### config.mk
export PLATFORM = sky130hd
export DESIGN_NAME = framed_link_receiver_top
export DESIGN_NICKNAME = d
export VERILOG_FILES = /design/src/flr_pkg.sv /design/src/framed_link_receiver_top.sv /design/src/flr_csr.sv
export SDC_FILE = /design/constraint.sdc
export NUM_CORES = 1
export LEC_CHECK = 0
export BUFFER_PORTS_ARGS = -buffer_cell sky130_fd_sc_hd__buf_2
export CAP_MARGIN = 20
export CORE_AREA = 2 2 121 123
export CTS_CLUSTER_SIZE = 16
export DETAILED_ROUTE_END_ITERATION = 8
export DIE_AREA = 0 0 123 125
export PLACE_DENSITY_LB_ADDON = 0.05
export SLEW_MARGIN = 10
export SYNTH_ARGS = -nofsm -noshare
export SYNTH_HDL_FRONTEND = slang
export SYNTH_HIERARCHICAL = 1
export SYNTH_SLANG_ARGS = --single-unit
### constraint.sdc
create_clock -name clock -period 4.92 [get_ports clock]
set_input_delay 0.492 -clock clock [delete_from_list [all_inputs] [get_ports clock]]
set_output_delay 0.492 -clock clock [all_outputs]
set_load 0.01 [all_outputs]
### src/flr_pkg.sv
`timescale 1ns / 1ps

package flr_pkg;

   localparam int CSR_INDEX_W = 3;
   localparam int CSR_DATA_W  = 16;

   localparam logic [CSR_INDEX_W-1:0] REG_START_CHAR    = 3'd0;
   localparam logic [CSR_INDEX_W-1:0] REG_ACCEPT_CHAR   = 3'd1;
   localparam logic [CSR_INDEX_W-1:0] REG_REJECT_CHAR   = 3'd2;
   localparam logic [CSR_INDEX_W-1:0] REG_CHECK_SEED    = 3'd3;
   localparam logic [CSR_INDEX_W-1:0] REG_LENGTH_LIMIT  = 3'd4;
   localparam logic [CSR_INDEX_W-1:0] REG_TIMEOUT_ON    = 3'd5;
   localparam logic [CSR_INDEX_W-1:0] REG_TIMEOUT_TICKS = 3'd6;

   localparam logic [1:0] KIND_START = 2'd0;
   localparam logic [1:0] KIND_BYTE  = 2'd1;
   localparam logic [1:0] KIND_TICK  = 2'd2;

   typedef struct packed {
      logic [7:0]  start_char;
      logic [7:0]  accept_char;
      logic [7:0]  reject_char;
      logic [7:0]  check_seed;
      logic [7:0]  length_limit;
      logic        timeout_on;
      logic [15:0] timeout_ticks;
   } cfg_type;

endpackage

### src/framed_link_receiver_top.sv
`timescale 1ns / 1ps
// channel | direction | handshake             | payload
// req     | in        | req_valid / req_ready | req_kind, req_rx_value
// rsp     | out       | rsp_valid / rsp_ready | send, payload, finish fields
// csr     | in        | csr_valid / csr_ready | csr_index, csr_data
//
// One beat in, one beat out; each accepted request is registered straight into the result register.
// A new request is taken every cycle while the result register is empty or drained.
// Synchronous reset returns to idle with the register defaults; csr_ready is always high.
// A stalled rsp beat holds req_ready low until it is taken.

module framed_link_receiver_top #(
   parameter int TIMER_BITS = 16
) (
   input  logic                            clock,
   input  logic                            reset,
   input  logic                            req_valid,
   output logic                            req_ready,
   input  logic [1:0]                      req_kind,
   input  logic [7:0]                      req_rx_value,
   output logic                            rsp_valid,
   input  logic                            rsp_ready,
   output logic                            rsp_send_valid,
   output logic [7:0]                      rsp_send_value,
   output logic                            rsp_payload_valid,
   output logic [7:0]                      rsp_payload_value,
   output logic [7:0]                      rsp_payload_index,
   output logic                            rsp_finished,
   output logic                            rsp_success,
   output logic [7:0]                      rsp_frame_size,
   input  logic                            csr_valid,
   output logic                            csr_ready,
   input  logic [flr_pkg::CSR_INDEX_W-1:0] csr_index,
   input  logic [flr_pkg::CSR_DATA_W-1:0]  csr_data
);

   localparam int CMP_W = (TIMER_BITS > 16) ? TIMER_BITS : 16;
   localparam logic [TIMER_BITS-1:0] TIMER_MAX = {TIMER_BITS{1'b1}};

   typedef enum logic [2:0] {
      PH_IDLE, PH_SOH, PH_LEN, PH_CMP, PH_DATA, PH_CHECK
   } phase_type;

   flr_pkg::cfg_type cfg;

   flr_csr u_csr (
      .clock     (clock),
      .reset     (reset),
      .csr_valid (csr_valid),
      .csr_ready (csr_ready),
      .csr_index (csr_index),
      .csr_data  (csr_data),
      .cfg       (cfg)
   );

   phase_type             phase_ff, phase_in;
   logic [7:0]            frame_length_ff, frame_length_in;
   logic [7:0]            bytes_taken_ff, bytes_taken_in;
   logic [7:0]            running_check_ff, running_check_in;
   logic [TIMER_BITS-1:0] wait_count_ff, wait_count_in;

   logic       rsp_valid_ff;
   logic       send_valid_ff, send_valid_in;
   logic [7:0] send_value_ff, send_value_in;
   logic       payload_valid_ff, payload_valid_in;
   logic [7:0] payload_value_ff, payload_value_in;
   logic [7:0] payload_index_ff, payload_index_in;
   logic       finished_ff, finished_in;
   logic       success_ff, success_in;
   logic [7:0] frame_size_ff, frame_size_in;

   logic                  accept;
   logic [TIMER_BITS-1:0] wait_sat;
   logic [7:0]            taken_next;
   logic                  fail;
   logic                  good;

   assign req_ready = !rsp_valid_ff || rsp_ready;
   assign accept    = req_valid && req_ready;

   assign wait_sat   = (wait_count_ff == TIMER_MAX) ? wait_count_ff
                                                    : wait_count_ff + 1'b1;
   assign taken_next = bytes_taken_ff + 8'd1;

   always_comb begin
      phase_in         = phase_ff;
      frame_length_in  = frame_length_ff;
      bytes_taken_in   = bytes_taken_ff;
      running_check_in = running_check_ff;
      wait_count_in    = wait_count_ff;
      send_valid_in    = 1'b0;
      send_value_in    = 8'd0;
      payload_valid_in = 1'b0;
      payload_value_in = 8'd0;
      payload_index_in = 8'd0;
      finished_in      = 1'b0;
      success_in       = 1'b0;
      frame_size_in    = 8'd0;
      fail             = 1'b0;
      good             = 1'b0;

      if (req_kind == flr_pkg::KIND_START) begin
         phase_in         = PH_SOH;
         frame_length_in  = 8'd0;
         bytes_taken_in   = 8'd0;
         running_check_in = cfg.check_seed;
         wait_count_in    = '0;
         send_valid_in    = 1'b1;
         send_value_in    = cfg.reject_char;
      end else if (phase_ff == PH_IDLE || !(req_kind == flr_pkg::KIND_BYTE ||
                                            req_kind == flr_pkg::KIND_TICK)) begin
         phase_in = phase_ff;
      end else if (req_kind == flr_pkg::KIND_TICK) begin
         if (cfg.timeout_on) begin
            wait_count_in = wait_sat;
            if (CMP_W'(wait_sat) >= CMP_W'(cfg.timeout_ticks) || wait_sat == TIMER_MAX) begin
               fail = 1'b1;
            end
         end
      end else begin
         wait_count_in = '0;
         unique case (phase_ff)
            PH_SOH: begin
               if (req_rx_value != cfg.start_char) fail = 1'b1;
               else phase_in = PH_LEN;
            end
            PH_LEN: begin
               if (req_rx_value > cfg.length_limit) begin
                  fail = 1'b1;
               end else begin
                  frame_length_in = req_rx_value;
                  phase_in        = PH_CMP;
               end
            end
            PH_CMP: begin
               if (req_rx_value != ~frame_length_ff) fail = 1'b1;
               else phase_in = (frame_length_ff == 8'd0) ? PH_CHECK : PH_DATA;
            end
            PH_DATA: begin
               payload_valid_in = 1'b1;
               payload_value_in = req_rx_value;
               payload_index_in = bytes_taken_ff;
               running_check_in = running_check_ff ^ req_rx_value;
               bytes_taken_in   = taken_next;
               if (taken_next >= frame_length_ff) phase_in = PH_CHECK;
            end
            PH_CHECK: begin
               if (req_rx_value == running_check_ff) good = 1'b1;
               else fail = 1'b1;
            end
            default: phase_in = PH_IDLE;
         endcase
      end

      // close the frame on either outcome
      if (fail || good) begin
         send_valid_in = 1'b1;
         send_value_in = good ? cfg.accept_char : cfg.reject_char;
         finished_in   = 1'b1;
         success_in    = good;
         frame_size_in = frame_length_ff;
         phase_in      = PH_IDLE;
         wait_count_in = '0;
      end
   end

   always_ff @(posedge clock) begin
      if (reset) begin
         phase_ff         <= PH_IDLE;
         frame_length_ff  <= 8'd0;
         bytes_taken_ff   <= 8'd0;
         running_check_ff <= 8'd0;
         wait_count_ff    <= '0;
         rsp_valid_ff     <= 1'b0;
      end else begin
         if (accept) begin
            phase_ff         <= phase_in;
            frame_length_ff  <= frame_length_in;
            bytes_taken_ff   <= bytes_taken_in;
            running_check_ff <= running_check_in;
            wait_count_ff    <= wait_count_in;
            rsp_valid_ff     <= 1'b1;
         end else if (rsp_ready) begin
            rsp_valid_ff <= 1'b0;
         end
      end
   end

   always_ff @(posedge clock) begin
      if (accept) begin
         send_valid_ff    <= send_valid_in;
         send_value_ff    <= send_value_in;
         payload_valid_ff <= payload_valid_in;
         payload_value_ff <= payload_value_in;
         payload_index_ff <= payload_index_in;
         finished_ff      <= finished_in;
         success_ff       <= success_in;
         frame_size_ff    <= frame_size_in;
      end
   end

   assign rsp_valid         = rsp_valid_ff;
   assign rsp_send_valid    = send_valid_ff;
   assign rsp_send_value    = send_value_ff;
   assign rsp_payload_valid = payload_valid_ff;
   assign rsp_payload_value = payload_value_ff;
   assign rsp_payload_index = payload_index_ff;
   assign rsp_finished      = finished_ff;
   assign rsp_success       = success_ff;
   assign rsp_frame_size    = frame_size_ff;

endmodule

### src/flr_csr.sv
`timescale 1ns / 1ps

module flr_csr (
   input  logic                             clock,
   input  logic                             reset,
   input  logic                             csr_valid,
   output logic                             csr_ready,
   input  logic [flr_pkg::CSR_INDEX_W-1:0]  csr_index,
   input  logic [flr_pkg::CSR_DATA_W-1:0]   csr_data,
   output flr_pkg::cfg_type                 cfg
);

   flr_pkg::cfg_type cfg_ff;
   flr_pkg::cfg_type cfg_in;

   assign csr_ready = 1'b1;
   assign cfg       = cfg_ff;

   always_comb begin
      cfg_in = cfg_ff;
      if (csr_valid) begin
         unique case (csr_index)
            flr_pkg::REG_START_CHAR:    cfg_in.start_char    = csr_data[7:0];
            flr_pkg::REG_ACCEPT_CHAR:   cfg_in.accept_char   = csr_data[7:0];
            flr_pkg::REG_REJECT_CHAR:   cfg_in.reject_char   = csr_data[7:0];
            flr_pkg::REG_CHECK_SEED:    cfg_in.check_seed    = csr_data[7:0];
            flr_pkg::REG_LENGTH_LIMIT:  cfg_in.length_limit  = csr_data[7:0];
            flr_pkg::REG_TIMEOUT_ON:    cfg_in.timeout_on    = csr_data[0];
            flr_pkg::REG_TIMEOUT_TICKS: cfg_in.timeout_ticks = csr_data[15:0];
            default: ;
         endcase
      end
   end

   always_ff @(posedge clock) begin
      if (reset) begin
         cfg_ff.start_char    <= 8'd1;
         cfg_ff.accept_char   <= 8'd6;
         cfg_ff.reject_char   <= 8'd21;
         cfg_ff.check_seed    <= 8'd0;
         cfg_ff.length_limit  <= 8'd64;
         cfg_ff.timeout_on    <= 1'b0;
         cfg_ff.timeout_ticks <= 16'd1000;
      end else begin
         cfg_ff <= cfg_in;
      end
   end

endmodule
-- After elaboration in Yosys (flattened, before gate mapping)
Cells that the tools add are included.
- register bits: 137
- input bits: 34
- output and inout port bits: 39
- word-level logic and storage cells: 138
- order comparisons: 3
- equal/unequal tests: 29
- mux-type cells: 52
- reduce and logical (&&, ||, !) cells: 28
- add/sub/neg operators: 2
- bitwise logic cells: 3
- operators by type and width (cell ; number):
    8-bit 2-to-1 mux ; 16
    16-bit 2-to-1 mux ; 6
    16-bit == test (second input constant) ; 2
    3-bit 2-to-1 mux ; 8
    1-bit 2-to-1 mux ; 20
    16-bit by 1-bit adder with 16-bit output (second input constant) ; 1
    16-bit >= comparator ; 1
    4-bit != test (second input constant) ; 4
    8-bit != test ; 2
    3-bit == test (second input constant) ; 5
    3-bit one-hot mux with 5 select lines ; 1
    2-bit AND reduction ; 7
    3-bit by 2-bit == test with 1-bit output (second input constant) ; 4
    8-bit by 1-bit adder with 8-bit output (second input constant) ; 1
    8-bit == test ; 1
    8-bit >= comparator ; 1
    8-bit > comparator ; 1
    8-bit zero test ; 1
    8-bit NOT ; 1
    8-bit AND reduction ; 1
    8-bit bitwise XOR ; 1
    3-bit by 1-bit == test with 1-bit output (second input constant) ; 2
    3-bit zero test ; 2
    2-bit != test (second input constant) ; 3
    other kinds (17) ; 25

-- Logic depth before layout (Yosys ltp)
Gate-level depths: netlist of the first run.
- word-level depth: 12
- depth in mapped cells: 17
- depth with buffers taken out: 15

-- Hierarchy
The synthesis of the first run kept the hierarchy.
- modules (own cells, without submodules) (module ; times used ; sequential area each (um^2) ; cells each ; area an instance (um^2)):
    framed_link_receiver_top ; 1 ; 1961.9 ; 607 ; 5270.1
    flr_csr ; 1 ; 1141.1 ; 223 ; 2351.0

-- Least setup slack after synthesis of the first run
No wires, ideal clock.
- path type: flip-flop to flip-flop
- start: reg wait_count_ff[1]
- end: reg send_value_ff[1] (netlist: rsp_send_value[1]), data pin
- data arrival time: 3891 ps
- stages on the path, launching flop included: 17
- required time: 4664 ps
- clock period less this slack: 4147 ps
- setup slack: 773 ps
- setup time: 256 ps
- path buffers: 2
- cell sequence: dfxtp_1 ha_1 clkbuf_1 nand4_1 nor4_1 nor2_1 nand3_1 xnor2_1 ha_1 and4_1 and3_1 a221o_1 a211oi_1 o22ai_1 or2_4 buf_6 a31o_2
- longest elaborated chain between the ends: 11
- elaborated cells on any way between the ends: 13
- those cells by class: add/sub: 1; order compare: 1; eq/ne: 2; mux: 7; reduce/logical: 2
- RTL lines (what ; RTL line ; text):
    start, declared ; framed_link_receiver_top.sv:60 ; logic [TIMER_BITS-1:0] wait_count_ff, wait_count_in;
    start signal, assigned ; framed_link_receiver_top.sv:181 ; wait_count_ff <= wait_count_in;
    16-bit by 1-bit adder with 16-bit output or 16-bit == test (tied branches) ; framed_link_receiver_top.sv:82, framed_link_receiver_top.sv:81 ;
    16-bit 2-to-1 mux (*) ; framed_link_receiver_top.sv:81 ; assign wait_sat = (wait_count_ff == TIMER_MAX) ? wait_count_ff
    16-bit >= comparator or 16-bit == test (tied branches) ; framed_link_receiver_top.sv:116 ; if (CMP_W'(wait_sat) >= CMP_W'(cfg.timeout_ticks) || wait_sat == TIMER_MAX) begin
    1-bit logical OR (*) ; framed_link_receiver_top.sv:116 ;
    1-bit 2-to-1 mux (*) ; framed_link_receiver_top.sv:116 ;
    1-bit 2-to-1 mux (*) ; framed_link_receiver_top.sv:114 ; if (cfg.timeout_on) begin
    1-bit 2-to-1 mux (*) ; framed_link_receiver_top.sv:113 ; end else if (req_kind == flr_pkg::KIND_TICK) begin
    1-bit 2-to-1 mux (*) ; framed_link_receiver_top.sv:110 ; end else if (phase_ff == PH_IDLE || !(req_kind == flr_pkg::KIND_BYTE ||
    1-bit 2-to-1 mux (*) ; framed_link_receiver_top.sv:102 ; if (req_kind == flr_pkg::KIND_START) begin
    1-bit logical OR (*) ; framed_link_receiver_top.sv:156 ; if (fail || good) begin
    8-bit 2-to-1 mux (*) ; framed_link_receiver_top.sv:156 ;
    via send_value_in[1] ; framed_link_receiver_top.sv:64 ; logic [7:0] send_value_ff, send_value_in;
    end signal, assigned ; framed_link_receiver_top.sv:192 ; send_value_ff <= send_value_in;
    end, declared ; framed_link_receiver_top.sv:64 ;
The timed path passes the listed nets; every way through them passes the cells marked *.
A chain may end at the register's enable or synchronous reset.

-- Worst setup path in the final report of the first run
- start: reg wait_count_ff[0]
- end: reg send_value_ff[4] (netlist: rsp_send_value[4]), data pin
The elaborated chain is that of the path after synthesis.

==> results.md, run 1 <==
- Status: finished clean
- Yosys warning count: 6
- Full die area: 0.0154 mm²
- CTS resizes: 0
- Area growth, synth to finish: 13.2%
- Remaining max-slew budget at the tightest pin: 34.1%
- Fin crit share: 91.1%
- Endpoints failing setup: 0
- Worst skew pair latency: 420 ps
- H-tree levels: 4
- Initial DRC Count: 371
- Placed Instances: 1042
- Syn Nets: 900
- Final setup margin: 440 ps
- Global-route wire length before repair: 29.9 mm
- Global route total overflow: 0
- Drt pass-1 iters: 5
- Syn Area/Cell: 9.18 µm²
- Diode count: 0
- Ys flop type: dfxtp_1
- Post-CTS Hold Buffers: 0
- Final WL: 18.3 mm
- Num ports: 73
- Total clock sinks: 137
- Sequential area share after synthesis: 40.7%
- Post-synth EDFFs: 36
- Die width: 123 µm
- Critical Path RT: 5090 ps
- Ys async rst share: 0%
- Unique cell type count in the Yosys netlist: 66
- CP endpoint kind: flop
- CP Max Fanout: 20
- Layout cells sized above 1: 14.5%
- Syn Inst Count: 830
- Post-layout min period: 4480 ps
- Hold crit path type: in -> reg
- Initial antenna violation count: 0
- CTS tree: yes
- VDD IR max: 0.214 mV
- Largest net degree at the start of global routing: 99
- Cell Pwr Density: 310 mW/mm²
- Clock transition at path regs: 60 ps
- Routed WL per cell: 17.1 µm
- Final core utilization: 60.7%
- Starting density of the core: 53.7%
- Area of the multi-input gates: 0.00405 mm²
- RSZ-0062 raised after global routing: false
- Critical path start-end classification: reg -> reg
- Seq. cell area: 0.00310 mm²
- Number of global-route vias before repair: 6101
- Total GRT Usage: 24.8%
- Fin. Hold Viols: 0
- Fin nets: 947
- Port Buffers: 71
- Core box area: 0.0142 mm²
- # Post-CTS Setup Buffers: 0
- Total chip power: 2.67 mW
- Synthesized cell area: 0.00762 mm²
- Fillers: 1256
- Vias: 6076
- Layout Cells excl Fill: 1074
- Setup TNS: 0 ps
- Via/cell ratio: 5.66
- Maximum clock path buffer count: 2
- MaxCap Viol Count: 0
- Routability Congestion: 0.857
- CTS Buf Count: 17
- Place WS: 485 ps
- Worst-Margin Slew: 985 ps
- Max-slew violations: 0
- Crit start category: flop
- Num rows: 44
- Die height: 125 µm
- Routed Antenna Nets: 0
- WP data arrival: 4650 ps
- Worst Skew: 7.51 ps
- Register bit total from synthesis: 137
- Leakage power: 3.63 nW
- Residual DRC: 0
- Max Fclk: 223 MHz
- Detailed placement HPWL: 12.9 mm
- Root buf cell: clkbuf_16
cell usage in the layout, fill, tap and decap left out, types with 4 or more instances in the layout:
| cell type | n |
|---|---|
| nand4_1 | 8 |
| nor4_1 | 14 |
| nor3_1 | 13 |
| nand4b_1 | 4 |
| dfxtp_1 | 101 |
| buf_4 | 9 |
| o21ai_0 | 32 |
| inv_1 | 60 |
| mux2i_1 | 67 |
| nor2b_1 | 9 |
| a22oi_1 | 11 |
| xnor2_1 | 21 |
| o22ai_1 | 5 |
| a22o_1 | 8 |
| ha_1 | 36 |
| nand2b_1 | 63 |
| nand2_1 | 33 |
| nor2_1 | 78 |
| nand3_1 | 23 |
| a31oi_1 | 6 |
| a31o_2 | 7 |
| edfxtp_1 | 36 |
| xor2_1 | 18 |
| buf_2 | 71 |
| clkbuf_16 | 17 |
| and3_1 | 9 |
| o211ai_1 | 4 |
| a21oi_1 | 29 |
| and2_1 | 24 |
cells by family after synthesis:
kind of cell,synth area share [%]
simple gates,22.1
flops,40.7
compound gates,11.7
buf+inv,6.22
mux,8.80
xor+xnor,4.48
fa+ha+maj,5.91
other cells,0.0492
registers in the layout, indices dropped and copies added, names as in the netlist, 3 cells and up:
name	flops
rsp_send_value	8
bytes_taken_ff	8
frame_length_ff	8
rsp_payload_index	8
running_check_ff	8
phase_ff	3
wait_count_ff	16
rsp_payload_value	8
u_csr/cfg	57
rsp_frame_size	8
report_power, final:
| group | internal [mW] | switching (mW) |
|---|---|---|
| sequential | 1.18 | 0.0127 |
| clock | 0.807 | 0.480 |
| combinational | 0.0734 | 0.115 |
| total | 2.06 | 0.608 |
layout make-up:
type | count | area share (%)
tap | 184 | 2.67
sequential | 137 | 36.0
clock buffer | 20 | 5.18
inverter | 60 | 2.61
multi-input combinational | 581 | 46.9
clock inverter | 12 | 1.73
timing repair buffer | 80 | 4.90
per-stage QoR:
step	hold slack, ps	cell area, µm²
after floorplan	449	7620
after global placement	463	8030
after detailed placement	472	8030
after CTS	300	8630
after global routing	329	8630
final	323	8630
path summary, 6_finish.rpt:
path              cells past startpoint             start           endpoint  slack (ps)
hold / removal                        3         req_valid          rsp_valid         320
hold reg to reg                       2     u_csr/cfg[11]      u_csr/cfg[11]         480
setup reg to reg                     13  wait_count_ff[0]  rsp_send_value[4]         440
setup / recovery                     13  wait_count_ff[0]  rsp_send_value[4]         440
critical path, cell delays in order (launching register included):
cell and delay [ps]:
dfxtp_1 520, ha_1 380, nand4_1 240, or4_1 650
and2_1 240, inv_1 60, ha_1 220, and3_1 190
and3_1 180, a221o_1 320, a211oi_1 410, o22ai_1 160
or2_4 380, a31o_2 270
Yosys cell counts (all sizes together) (4+ instances only):
master / n / area (µm²)
o211ai: 4 / 30.0
a2111oi: 4 / 53.8
a22oi: 11 / 82.6
o21ai: 35 / 175
a22o: 8 / 70.1
xnor2: 21 / 184
mux2i: 67 / 671
edfxtp: 36 / 1080
xor2: 18 / 158
a21oi: 29 / 145
a31oi: 6 / 37.5
ha: 36 / 450
nand2: 34 / 130
nand4: 10 / 75.1
nor3: 13 / 65.1
nor2b: 9 / 56.3
nor4: 14 / 87.6
dfxtp: 101 / 2020
or2: 4 / 27.5
a31o: 8 / 70.1
nand2b: 63 / 394
buf: 17 / 116
and2: 24 / 150
o22ai: 5 / 31.3
clkbuf: 35 / 133
nor2: 78 / 293
nand4b: 4 / 35.0
and3: 9 / 56.3
nand3: 23 / 115
inv: 60 / 225
metal layers:
layer	vias to the layer above	GRT usage, %	wire length [µm]
li1	2989	-	-
met1	2909	30.9	8200
met2	148	41.1	8910
met3	30	5.47	769
met4	0	10.2	429
met5	-	0	0
No activity file was read; power rests on OpenSTA's default activity.
==> inputs of run 2 (changes only) <==
--- a/config.mk
+++ b/config.mk
@@ -5,12 +5,13 @@
 export SDC_FILE = /design/constraint.sdc
 export NUM_CORES = 1
 export LEC_CHECK = 0
+export ABC_AREA = 1
 export BUFFER_PORTS_ARGS = -buffer_cell sky130_fd_sc_hd__buf_2
 export CAP_MARGIN = 20
-export CORE_AREA = 2 2 121 123
+export CORE_AREA = 8 8 129 131
 export CTS_CLUSTER_SIZE = 16
 export DETAILED_ROUTE_END_ITERATION = 8
-export DIE_AREA = 0 0 123 125
+export DIE_AREA = 0 0 137 139
 export PLACE_DENSITY_LB_ADDON = 0.05
 export SLEW_MARGIN = 10
 export SYNTH_ARGS = -nofsm -noshare
==> constraint.sdc (replaced) <==
create_clock -name clock -period 4.95 [get_ports clock]
set_input_delay 0.495 -clock clock [delete_from_list [all_inputs] [get_ports clock]]
set_output_delay 0.495 -clock clock [all_outputs]
set_load 0.01 [all_outputs]
==> run 2 against run 1 <==
- flip-flop and latch count did not move
- die area increased by 24%
- non-clock buffer count is 3 lower
- via count rose by 13%
- sequential power about the same
- critical path depth grew 4
- count of clock-buffer cells in the layout grew 1
- setup slack gained 1100 ps
- register-to-register slack better by 1100 ps
- critical path type unchanged
- largest cell class unchanged
- highest routed layer unchanged
==> results.md, run 2 <==
- Post-synth EDFFs: 36 (unchanged)
- Fin nets: 1187 (+25%)
- CTS Buf Count: 17 (unchanged)
- Crit-path cells: ha_1 > inv_2 > nor2_8 > nand4_4 > nand2_1 > ha_1 > a21oi_1 > o21ai_0 > a21oi_1 > o21ai_0 > nor2_1 > nand2_2 > nand2_4 > nand4_4 > o211ai_1 > nand2_1 > nor2_1
- Max-slew violations: 0 (unchanged)
- Initial antenna violation count: 0 (unchanged)
- Remaining max-slew budget at the tightest pin: 23.8% (-10 points)
- Sequential area share after synthesis: 39.5% (-1.2 points)
- Root buf cell: clkbuf_16
- Post-CTS Hold Buffers: 0 (unchanged)
- Most common cell after layout, fill and taps aside: nand2_1
- Fin crit share: 69.9% (-21 points)
- Total GRT Usage: 21.3% (-3.5 points)
- Port Buffers: 71 (unchanged)
- Layout cells sized above 1: 15.0% (+0.46 points)
- Die width: 137 µm (+11%)
- Ys flop type: dfxtp_1
- Num rows: 45 (+2.3%)
- Clock transition at path regs: 60 ps (about the same)
- Max reg flops: 57 (unchanged)
- Final WL: 19.9 mm (+8.9%)
- Crit start category: flop
- Ys async rst share: 0% (unchanged)
- Worst Skew: 8.39 ps (+0.882 ps)
- Status: finished clean
- Routed WL per cell: 15.1 µm (-11%)
- Die height: 139 µm (+11%)
- Vias: 6876 (+13%)
- Synthesized cell area: 0.00785 mm² (+3.0%)
- Detailed placement HPWL: 14.1 mm (+9.2%)
- Routed Antenna Nets: 0 (unchanged)
- Register bit total from synthesis: 137 (unchanged)
- Total clock sinks: 137 (unchanged)
- Critical Path RT: 5310 ps (+220 ps)
- Slowest cell on crit path: nand4_4
- Leakage power: 3.91 nW (+7.5%)
- Crit path largest cell delay: 480 ps (-170 ps)
- CTS resizes: 0 (unchanged)
- Final setup margin: 1490 ps (+1050 ps)
- Maximum clock path buffer count: 2 (unchanged)
- Num ports: 73 (unchanged)
- # Post-CTS Setup Buffers: 0 (unchanged)
- Worst skew pair latency: 420 ps (about the same)
- Setup TNS: 0 ps (unchanged)
- Final instance area: 0.00882 mm² (+2.2%)
- Most frequent cells in the layout: nand2_1, nor2_1, inv_1, dfxtp_1, nand3_1
- Core box area: 0.0148 mm² (+3.9%)
- VDD IR max: 0.219 mV (+2.8%)
- CTS tree: yes
- Initial DRC Count: 544 (+47%)
- Residual DRC: 0 (unchanged)
- Syn Inst Count: 1059 (+28%)
- Syn Nets: 1129 (+25%)
- Routability Congestion: 0.884 (+3.2%)
- Unique cell type count in the Yosys netlist: 38 (-42%)
- Post-layout min period: 3460 ps (-1020 ps)
- Cell taking the most area after synthesis: dfxtp_1
- Global route total overflow: 0 (unchanged)
- Endpoints failing setup: 0 (unchanged)
- Top post-synthesis cells by count: nand2_1, nor2_1, inv_1, dfxtp_1, nand3_1
- CP Max Fanout: 32 (+60%)
- Share of the synthesized area in the top cell type: 25.8% (-0.77 points)
- Drt pass-1 iters: 5 (unchanged)
- Max Fclk: 289 MHz (+30%)
- Cell Pwr Density: 316 mW/mm² (+1.9%)
- Via/cell ratio: 5.22 (-7.8%)
- Worst-Margin Slew: 1140 ps (+153 ps)
- Diode count: 0 (unchanged)
- Hold crit path type: in -> reg
- Synth area leaders: dfxtp_1, edfxtp_1, nand2_1
- Largest net degree at the start of global routing: 58 (-41%)
- RSZ-0062 raised after global routing: false
- CP delay by family, top: simple AND/OR/NAND/NOR gates
- Starting density of the core: 53.2% (-0.46 points)
- Global-route wire length before repair: 32.4 mm (+8.2%)
- Syn Area/Cell: 7.41 µm² (-19%)
- Place WS: 1560 ps (+1080 ps)
- WP data arrival: 3810 ps (-840 ps)
- CP endpoint kind: flop
- H-tree levels: 4 (unchanged)
- Dpl cell area: 0.00827 mm² (+3.0%)
- Critical path start-end classification: reg -> reg
- Area growth, synth to finish: 12.4%
- Fin. Hold Viols: 0 (unchanged)
- Full die area: 0.0190 mm² (+24%)
- Top-count cell post-synth: nand2_1
- Yosys warning count: 6 (unchanged)
- Total chip power: 2.78 mW (+4.2%)
- Number of global-route vias before repair: 6286 (+3.0%)
- CP bufs+invs: 1 (unchanged)
- MaxCap Viol Count: 0 (unchanged)
==> run 2: cell count changes after synthesis, moves of 18 or more <==
cell / delta
a21oi_1: +33
and2_1: -24
clkbuf_1: -18
inv_1: +54
mux2i_1: -67
nand2_1: +189
nand2b_1: -63
nand3_1: +70
nor2_1: +109
==> run 2: where the power goes <==
part	internal (mW)	total [mW]	switching (mW)
registers	1.20	1.23	0.0357
clock network	0.704	1.19	0.484
logic	0.123	0.362	0.239
==> run 2: cell type report <==
| class | count | area [µm²] |
|---|---|---|
| Fill cell | 1413 | 5930 |
| Tap cell | 188 | 235 |
| Inverter | 123 | 462 |
| Clock inverter | 11 | 101 |
| Sequential cell | 137 | 3100 |
| Multi-Input combinational cell | 761 | 4070 |
| Timing Repair Buffer | 77 | 400 |
| Clock buffer | 21 | 450 |
==> run 2: cell families (layout without fill, tap and decap cells) <==
logic type,count (synthesis),after routing,share of synthesized area (%)
xor gates and xnor gates,24,24,2.68
adders and majority gates,36,36,5.74
other,1,1,0.0478
buffers and inverters,161,232,8.66
AOI/OAI and AO/OA,134,134,10.8
DFF,137,137,39.5
and+or+nand+nor,566,566,32.5
==> run 2: per-layer routing <==
| metal | GRT usage, % | part of all wire [%] |
|---|---|---|
| met2 | 31.6 | 43 |
| met1 | 30.1 | 49 |
| met5 | 0 | 0 |
| met4 | 7.09 | 1.7 |
| met3 | 4.31 | 5.5 |
==> run 2: final timing paths <==
check	to	cells after the start	slack [ps]	from
worst max register to register	wait_count_ff[15]	17	1490	wait_count_ff[0]
worst min-delay path	u_csr/cfg[42]	3	280	csr_data[1]
worst max-delay path	wait_count_ff[15]	17	1490	wait_count_ff[0]
worst min register to register	u_csr/cfg[6]	2	460	u_csr/cfg[6]
==> run 2: metrics by stage <==
step                util [%]  hold slack, ps  std cells
finish                  59.8             283       1318
global route            59.8             279       1318
CTS                     59.8             269       1318
detailed placement      56.1             448       1286
global placement        56.1             445       1286
floorplan                  -             429       1059
==> run 2: worst reg2reg max path, cell delays in order, from the launching register on <==
cell      delay [ps]
dfxtp_1          400
ha_1             270
inv_2             90
nor2_8           170
nand4_4          230
nand2_1          220
ha_1             270
a21oi_1          150
o21ai_0          100
a21oi_1          130
o21ai_0           90
nor2_1           130
nand2_2           90
nand2_4          130
nand4_4          480
o211ai_1         270
nand2_1           70
nor2_1           100
